### src/sv/cbank_pkg.sv
// shared types, codes and sizes for the counter bank with allocator
`default_nettype none

package cbank_pkg;

  localparam int MAX_COUNTERS = 256;
  localparam int ID_W         = $clog2(MAX_COUNTERS);
  localparam int CNT_W        = ID_W + 1;
  localparam int VAL_W        = 64;

  localparam logic [2:0] FN_CREATE  = 3'd0;
  localparam logic [2:0] FN_RELEASE = 3'd1;
  localparam logic [2:0] FN_READ    = 3'd2;
  localparam logic [2:0] FN_INC     = 3'd3;
  localparam logic [2:0] FN_DEC     = 3'd4;
  localparam logic [2:0] FN_RESTART = 3'd5;
  localparam logic [2:0] FN_SET     = 3'd6;

  localparam logic [1:0] STAT_OK       = 2'd0;
  localparam logic [1:0] STAT_FULL     = 2'd1;
  localparam logic [1:0] STAT_NEVER    = 2'd2;
  localparam logic [1:0] STAT_INACTIVE = 2'd3;

  typedef struct packed {
    logic [2:0]              func;
    logic [ID_W-1:0]         counter_id;
    logic signed [VAL_W-1:0] new_value;
  } in_req_t;

  typedef struct packed {
    logic signed [VAL_W-1:0] result_value;
    logic [ID_W-1:0]         given_id;
    logic [1:0]              status;
  } out_res_t;

  typedef enum logic {
    S_IDLE,
    S_EXEC
  } state_t;

  typedef struct packed {
    logic [1:0]      status;
    logic [ID_W-1:0] gid;
    logic            zero_wr;
    logic [ID_W-1:0] zero_addr;
  } alloc_res_t;

endpackage

`default_nettype wire

### src/sv/cbank_ram.sv
// generic single-port-write, registered-read synchronous ram
`default_nettype none

module cbank_ram #(
  parameter int DATA_W = 64,
  parameter int DEPTH  = 256,
  parameter int ADDR_W = $clog2(DEPTH)
) (
  input  wire logic              clk,
  input  wire logic              rd_en,
  input  wire logic [ADDR_W-1:0] rd_addr,
  output logic      [DATA_W-1:0] rd_data,
  input  wire logic              wr_en,
  input  wire logic [ADDR_W-1:0] wr_addr,
  input  wire logic [DATA_W-1:0] wr_data
);

  logic [DATA_W-1:0] mem [DEPTH];

  always_ff @(posedge clk) begin
    if (wr_en) begin
      mem[wr_addr] <= wr_data;
    end
  end

  always_ff @(posedge clk) begin
    if (rd_en) begin
      rd_data <= mem[rd_addr];
    end
  end

endmodule

`default_nettype wire

### src/sv/cbank_alloc.sv
// id allocator: active marks, lifo free stack and never-used id count
`default_nettype none

module cbank_alloc (
  input  wire logic                 clk,
  input  wire logic                 rst_n,
  input  wire logic                 rd_en,
  input  wire logic                 commit,
  input  wire cbank_pkg::in_req_t   req,
  output cbank_pkg::alloc_res_t     res
);

  logic [cbank_pkg::MAX_COUNTERS-1:0] active_r, active_nxt;
  logic [cbank_pkg::CNT_W-1:0]        depth_r, depth_nxt;
  logic [cbank_pkg::CNT_W-1:0]        created_r, created_nxt;
  logic [cbank_pkg::CNT_W-1:0]        depth_dec;
  logic [cbank_pkg::ID_W-1:0]         stack_q;
  logic                               push;
  logic                               never;

  assign depth_dec = depth_r - cbank_pkg::CNT_W'(1);
  assign never     = {1'b0, req.counter_id} >= created_r;

  cbank_ram #(
    .DATA_W (cbank_pkg::ID_W),
    .DEPTH  (cbank_pkg::MAX_COUNTERS),
    .ADDR_W (cbank_pkg::ID_W)
  ) u_stack (
    .clk     (clk),
    .rd_en   (rd_en),
    .rd_addr (depth_dec[cbank_pkg::ID_W-1:0]),
    .rd_data (stack_q),
    .wr_en   (commit && push),
    .wr_addr (depth_r[cbank_pkg::ID_W-1:0]),
    .wr_data (req.counter_id)
  );

  always_comb begin
    res         = '0;
    res.status  = cbank_pkg::STAT_OK;
    active_nxt  = active_r;
    depth_nxt   = depth_r;
    created_nxt = created_r;
    push        = 1'b0;
    unique case (req.func)
      cbank_pkg::FN_CREATE: begin
        if (depth_r != '0) begin
          res.gid             = stack_q;
          active_nxt[stack_q] = 1'b1;
          depth_nxt           = depth_dec;
        end else if (created_r < cbank_pkg::CNT_W'(cbank_pkg::MAX_COUNTERS)) begin
          res.gid        = created_r[cbank_pkg::ID_W-1:0];
          res.zero_wr    = 1'b1;
          res.zero_addr  = created_r[cbank_pkg::ID_W-1:0];
          active_nxt[created_r[cbank_pkg::ID_W-1:0]] = 1'b1;
          created_nxt    = created_r + cbank_pkg::CNT_W'(1);
        end else begin
          res.status = cbank_pkg::STAT_FULL;
        end
      end
      cbank_pkg::FN_RELEASE: begin
        if (never) begin
          res.status = cbank_pkg::STAT_NEVER;
        end else if (!active_r[req.counter_id]) begin
          res.status = cbank_pkg::STAT_INACTIVE;
        end else if (depth_r < cbank_pkg::CNT_W'(cbank_pkg::MAX_COUNTERS)) begin
          active_nxt[req.counter_id] = 1'b0;
          push                       = 1'b1;
          depth_nxt                  = depth_r + cbank_pkg::CNT_W'(1);
          res.zero_wr                = 1'b1;
          res.zero_addr              = req.counter_id;
        end
      end
      cbank_pkg::FN_READ, cbank_pkg::FN_INC, cbank_pkg::FN_DEC,
      cbank_pkg::FN_RESTART, cbank_pkg::FN_SET: begin
        if (never) begin
          res.status = cbank_pkg::STAT_NEVER;
        end
      end
      default: begin
      end
    endcase
  end

  always_ff @(posedge clk) begin
    if (!rst_n) begin
      active_r  <= '0;
      depth_r   <= '0;
      created_r <= '0;
    end else if (commit) begin
      active_r  <= active_nxt;
      depth_r   <= depth_nxt;
      created_r <= created_nxt;
    end
  end

  // every created id is either active or waiting on the free stack
  a_id_balance: assert property (@(posedge clk) disable iff (!rst_n)
    $countones(active_r) + int'(depth_r) == int'(created_r))
    else $error("active ids plus free stack depth differ from created count");

  a_created_bound: assert property (@(posedge clk) disable iff (!rst_n)
    created_r <= cbank_pkg::CNT_W'(cbank_pkg::MAX_COUNTERS))
    else $error("created count beyond pool size");

endmodule

`default_nettype wire
### config.mk
export PLATFORM = sky130hd
export DESIGN_NAME = cbank_alloc
export DESIGN_NICKNAME = d
export VERILOG_FILES = /design/src/sv/cbank_pkg.sv /design/src/sv/cbank_ram.sv /design/src/sv/cbank_alloc.sv
export SDC_FILE = /design/constraint.sdc
export NUM_CORES = 2
export LEC_CHECK = 0
export BUFFER_PORTS_ARGS = -buffer_cell sky130_fd_sc_hd__buf_2
export CORE_MARGIN = 5
export CORE_UTILIZATION = 63
export CTS_CLUSTER_SIZE = 40
export DETAILED_ROUTE_END_ITERATION = 6
export HOLD_SLACK_MARGIN = 0.06
export PLACE_DENSITY = 0.79
export RECOVER_POWER = 100
export SYNTH_ARGS = -nofsm -noshare
export SYNTH_HDL_FRONTEND = slang
export SYNTH_SLANG_ARGS = --single-unit
### constraint.sdc
create_clock -name clk -period 6.13 [get_ports clk]
set_input_delay 1.226 -clock clk [delete_from_list [all_inputs] [get_ports clk]]
set_output_delay 1.226 -clock clk [all_outputs]
set_load 0.01 [all_outputs]
Word level (Yosys, flattened, before mapping)

Memories as Yosys holds them, arrays and structs flattened. A register that Yosys moved wholly into a read port is not among the register bits.
Index checks and enable logic that the tools add are counted.

Flip-flop bits (word level): 274
Memory bits (writable): 2,048
Bits of input ports: 79
Output and inout bits: 19
Memories kept: 1
Word-level logic and storage cells: 82

Memories:

| memory      | words | width | read ports | clocked after Yosys merged registers in | write ports | line            | text |
|---|---|---|---|---|---|---|---|
| u_stack.mem | 256   | 8     | 1          | 1                                       | 1           | cbank_ram.sv:18 | `logic [DATA_W-1:0] mem [DEPTH];` |

Add/subtract/negate cells: 3
Eq/ne operators: 11
Bitwise gates (word level): 5
Multiplexer cells: 39
Magnitude comparators: 9
Reductions and logical operators: 11

Operators with widths:

| kind                | count |
|---|---|
| $mux 256            | 5 |
| $or 256x256->256    | 2 |
| $pmux 256 s2        | 1 |
| $and 256x256->256   | 1 |
| $not 256->256       | 1 |
| $mux 9              | 8 |
| $pmux 9 s2          | 2 |
| $lt 8x9->1 const B  | 3 |
| $demux 1 s8         | 3 |
| $ge 8x1->1 const B  | 3 |
| $add 9x1->9 const B | 2 |
| $lt 9x9->1 const B  | 2 |
| $mux 17             | 1 |
| $mux 8              | 2 |
| $reduce_and 6->1    | 2 |
| $mux 1              | 11 |
| $eq 3x3->1 const B  | 3 |
| $ge 8x9->1          | 1 |
| $reduce_bool 9->1   | 1 |
| $sub 9x1->9 const B | 1 |
| $bmux 1 s8          | 1 |
| $mux 2              | 4 |
| $ne 2x2->1 const B  | 4 |
| $eq 3x2->1 const B  | 2 |
| other kinds (9)     | 12 |

Logic depth before layout (Yosys ltp)

Depth in word-level cells: 10
Mapped depth: 17
Gate-level depth less buffers: 10

Modules after synthesis

From an unflattened synthesis, not the netlist that was laid out.

Cell total of the unflattened synthesis: 5,992
Area, all modules: 97,115.6 um^2

By module, submodules not included:

| module      | sequential area each (um^2) | area an instance (um^2) | cells each | instances |
|---|---|---|---|---|
| cbank_ram   | 61,739.2                    | 79,636.4                | 3,733      | 1 |
| cbank_alloc | 5,485.3                     | 17,479.3                | 2,259      | 1 |

Worst setup path before layout

No wires, ideal clock.

Path type: input port to output port
Start point: input req[64] in the netlist's numbering
End point: output res[3] in the netlist's numbering
Stages: 16
Setup slack: 523 ps
Path buffers: 6
Data required time: 4,904 ps
Arrival: 4,381 ps
Cell sequence: buf_6 buf_8 buf_8 buf_2 inv_1 ha_1 nand2b_1 a21o_1 a21oi_1 o211a_1 a211oi_1 nand2b_1 buf_2 nor2_1 buf_2 a22o_1

RTL lines:

| what               | line              | text |
|---|---|---|
| start: declaration | cbank_alloc.sv:9  | `input wire cbank_pkg::in_req_t req,` |
| end: declaration   | cbank_alloc.sv:10 | `output cbank_pkg::alloc_res_t res` |

Final worst setup path

Start point: input req[65] in the netlist's numbering
End point: register active_r[59] in the netlist's numbering

Cells in the longest elaborated chain, start to end: 10
Elaborated cells on any way between the ends: 17
Classes of those cells: order compare: 3; eq/ne: 2; mux: 8; bitwise: 2; reduce/logical: 2

Ends and longest elaborated chain:

| what                                                                  | line              | text |
|---|---|---|
| $lt 8x9->1 (implied by the code) / $ge 8x1->1 (equally long branches) | cbank_alloc.sv:67 | `active_nxt[req.counter_id] = 1'b0;` |
| $logic_and 1x1->1 (implied by the code)                               | cbank_alloc.sv:67 |  |
| $mux 1 (implied by the code)                                          | cbank_alloc.sv:67 |  |
| $demux 1 s8                                                           | cbank_alloc.sv:67 |  |
| $not 256->256 (no line)                                               | -                 |  |
| $and 256x256->256 (no line)                                           | -                 |  |
| $mux 256                                                              | cbank_alloc.sv:66 | `end else if (depth_r < cbank_pkg::CNT_W'(cbank_pkg::MAX_COUNTERS)) begin` |
| $mux 256                                                              | cbank_alloc.sv:64 | `end else if (!active_r[req.counter_id]) begin` |
| $mux 256                                                              | cbank_alloc.sv:62 | `if (never) begin` |
| $pmux 256 s2                                                          | cbank_alloc.sv:45 | `unique case (req.func)` |
| end signal: assignment                                                | cbank_alloc.sv:91 | `active_r <= active_nxt;` |
| end: declaration                                                      | cbank_alloc.sv:13 | `logic [cbank_pkg::MAX_COUNTERS-1:0] active_r, active_nxt;` |

Several ways; a longest one is shown, not always the timed one. The select of a mux whose other input is x is not followed.
A chain may end at the register's enable or synchronous reset.

==> impl_metrics.toml <==
[timing]
max_slew_margin = -2.37
hold_viol = 0
setup_viol = 529
setup_ws_ns = -0.159
worstMarginPinSlew_ns = 5.06
max_freq_ghz = 0.159
finClkSkew_ns = 0.0793
fin_crit_ns = 6.29
period_share = 1.03
rsz0062_at_grt = "false"
slew_violations = 1696

[routing]
dr_total_vias = 58600
first_pass_iters = 7
drt-vias-per-instance = 7.55
drtIter0Drc = 10500
drc = 22
drt-wirelength-per-cell_um = 37.0
drtAntennaViolNets = 0
routed_wirelength_mm = 287

[yosys]
syn_area_um2 = 96300
synth_top_family_by_area = "multiplexers"
yosysWarnings = 0
synthFlopType = "edfxtp_1"
synth.mux.area_fraction = 0.176
synth.avg_cell_area_um2 = 17.7
syn_nets = 5538
synth-compound-area-share = 0.0591
yosysUniqueCellTypes = 68
synthCells = 5442
synth_edf_count = 2056
ys_seq_area_frac = 0.698
ys_ff_latch = 2330
synthAdderAreaFrac = 0.00221
yosys.area_share.simple = 0.0446
synth-xor-area-share = 0.00127
async_reset_ff_frac = 0

[layout]
seqCellArea_um2 = 67200
drive_gt1_frac = 0.222
fin_nets = 5619
synthToLayoutAreaGrowth_pct = 10.6
final_cell_area_um2 = 107000
multi_input_area_um2 = 27500
n_fill_cell = 8913

[job]
drv_cap = 24

[critical_path]
crit_cells = 12
critPathKind = "input pin to flop"
path_delay_family = "buffers and inverters"
worstPathMaxFanout = 40
crit_path_frequent_cell = "clkbuf_1"
cp_data_arrival_time_ns = 6.92
path_cells = "buf_8 -> clkbuf_1 -> mux4_2 -> nor3b_1 -> a211oi_1 -> nor3_1 -> a311o_1 -> a31oi_1 -> clkbuf_1 -> and3_1 -> clkbuf_1 -> a311oi_1"
slowest_stage = "clkbuf_1"
crit_path_end_kind = "flop"
path_buf_inv = 4
slowest_delay_ns = 1.20
worst-r2r-cell-count = 11
worstSetupStartpointType = "input pin"
cp.required_ns = 6.76

[clocking]
root_buffer = "clkbuf_16"
cts_resized = 0
htreeDepth = 4
post_cts_buffers = 0
cts_hold_buf = 0
cts_tree = "done"
clk_pin_slew_ns = 0.07
cts_sinks = 2330
cts_buffers = 222
clk_latency_ns = 0.90
ctsLongestPathBuffers = 3

[die]
pin_count = 98
design.die.area_um2 = 161000
die_h_um = 401
die_w_um = 401
rows = 143
start_util = 0.634
coreArea_um2 = 152000

[power]
powerDensity_nw_per_um2 = 342
power_leakage_nw = 31.6
ir_worst_vdd_mv = 0.369

[place]
gp_congestion = 1.00
dpl_cell_area_um2 = 99700
io_buffers = 33
dpl.hpwl_mm = 159
dp_slack_ns = 0.329

[hold_path]
hp-class = "flop to flop"
hold_path_depth = 2

[global_route]
grt_pass1_wl_mm = 413
antenna_found_initial = 17
grt_start_max_net_pins = 223
grt_pass1_vias = 57600
grt_remaining_overflow = 0
grt_usage = 0.354

[run_status]
status = "complete, but fails checks"
failed_checks = "design-rule violations, max-capacitance violations, max-slew violations, negative setup slack"
## cells in the final DEF, fill, tap and decap left out, types with 21 or more instances in the layout
cell,Yosys,layout
nor3_1,53,42
bufinv_16,0,21
clkinv_1,1,45
mux2i_1,49,49
a22oi_1,166,167
clkbuf_1,265,157
buf_4,12,89
nand3_1,87,87
edfxtp_1,2056,2056
a31oi_1,43,43
clkbuf_16,0,222
clkinv_2,0,41
a22o_1,39,39
a221oi_1,23,23
mux4_2,726,726
nand2_1,178,178
o21ai_0,203,203
a311oi_1,68,68
a21oi_1,184,184
o22ai_1,53,53
dfxtp_1,274,273
clkbuf_2,0,34
nor2_1,541,538
## state kept, by name (all words and copies together) (netlist names)
register / flops
active_r: 256
created_r: 9
u_stack.mem: 2048
u_stack.rd_data: 8
depth_r: 9
## kinds of logic (layout without fill, tap and decap cells)
family	Yosys count	in the layout
buf+inv	439	711
flops	2330	2330
other cells	0	9
compound gates	867	867
xor+xnor	14	14
simple gates	993	993
mux	782	782
fa+ha+maj	17	17
## final timing paths
path	startpoint	endpoint	slack (ns)
setup / recovery	req[65]	active_r[59]	-0.16
hold / removal	active_r[15]	active_r[15]	0.47
setup reg to reg	depth_r[1]	active_r[140]	0.13
hold reg to reg	active_r[15]	active_r[15]	0.47
## power by group
| group | internal [mW] | switching, mW | total, mW |
|---|---|---|---|
| Sequential | 17.3 | 0.152 | 17.5 |
| Clock | 7.71 | 6.33 | 14.0 |
| Combinational | 1.78 | 3.17 | 4.95 |
## synthesized netlist by cell type, drive strengths merged, types with 4 or more instances
cell | n | area share
nand4 | 13 | 0.00084
and2 | 6 | 0.00039
ha | 17 | 0.0022
mux2i | 49 | 0.0051
a221o | 13 | 0.0014
nand3 | 87 | 0.0045
edfxtp | 2056 | 0.64
a31oi | 43 | 0.0028
o211ai | 16 | 0.0012
and3 | 19 | 0.0012
nor2 | 542 | 0.021
or3 | 15 | 0.00097
nor2b | 19 | 0.0012
o21ai | 203 | 0.011
mux2 | 4 | 0.00047
a2111oi | 8 | 0.00079
xnor2 | 12 | 0.0011
a211oi | 11 | 0.00091
dfxtp | 274 | 0.057
a22oi | 167 | 0.013
o22ai | 53 | 0.0034
and4 | 5 | 0.00045
a21oi | 184 | 0.0096
nor4 | 17 | 0.0013
o32ai | 7 | 0.00064
inv | 19 | 0.00074
nor3 | 58 | 0.0033
a221oi | 23 | 0.0021
or4 | 5 | 0.00039
buf | 154 | 0.0078
a22o | 39 | 0.0035
a311oi | 68 | 0.0062
mux4 | 729 | 0.17
clkbuf | 265 | 0.010
nand2 | 178 | 0.0069
o31ai | 9 | 0.00070
or2 | 5 | 0.00032
nand2b | 19 | 0.0012
## tightest hold or removal path, cell delays in order (launching register included)
cell	delay, ns
dfxtp_1	0.31
nand2_1	0.05
o22ai_1	0.06
## area by class of cell
cell class | count | share of cell area
antenna | 9 | 0.000211
clock buffer | 269 | 0.0545
clock inverter | 146 | 0.0148
inverter | 20 | 0.000704
multi-input combinational | 2673 | 0.258
sequential | 2330 | 0.631
tap | 2030 | 0.0238
timing repair buffer | 276 | 0.0171
## through the flow
stage	utilization	hold slack [ns]	total power [mW]	setup TNS, ns	instances
floorplan	-	0.443	20.5	0	5442
global placement	0.657	0.454	22.4	0	7328
detailed placement	0.657	0.459	22.5	0	7328
CTS	0.705	0.471	36.4	0	7743
global route	0.701	0.507	37.3	0	7745
finish	0.702	0.474	36.5	-26.30	7753
## metal layers
metal	vias up	wire length, µm	GRT usage
li1	22500	-	-
met2	5394	135000	0.543
met5	-	195	0.00357
met4	20	17000	0.167
met1	29600	97300	0.481
met3	1051	37900	0.0970
No activity file was read; power rests on OpenSTA's default activity.
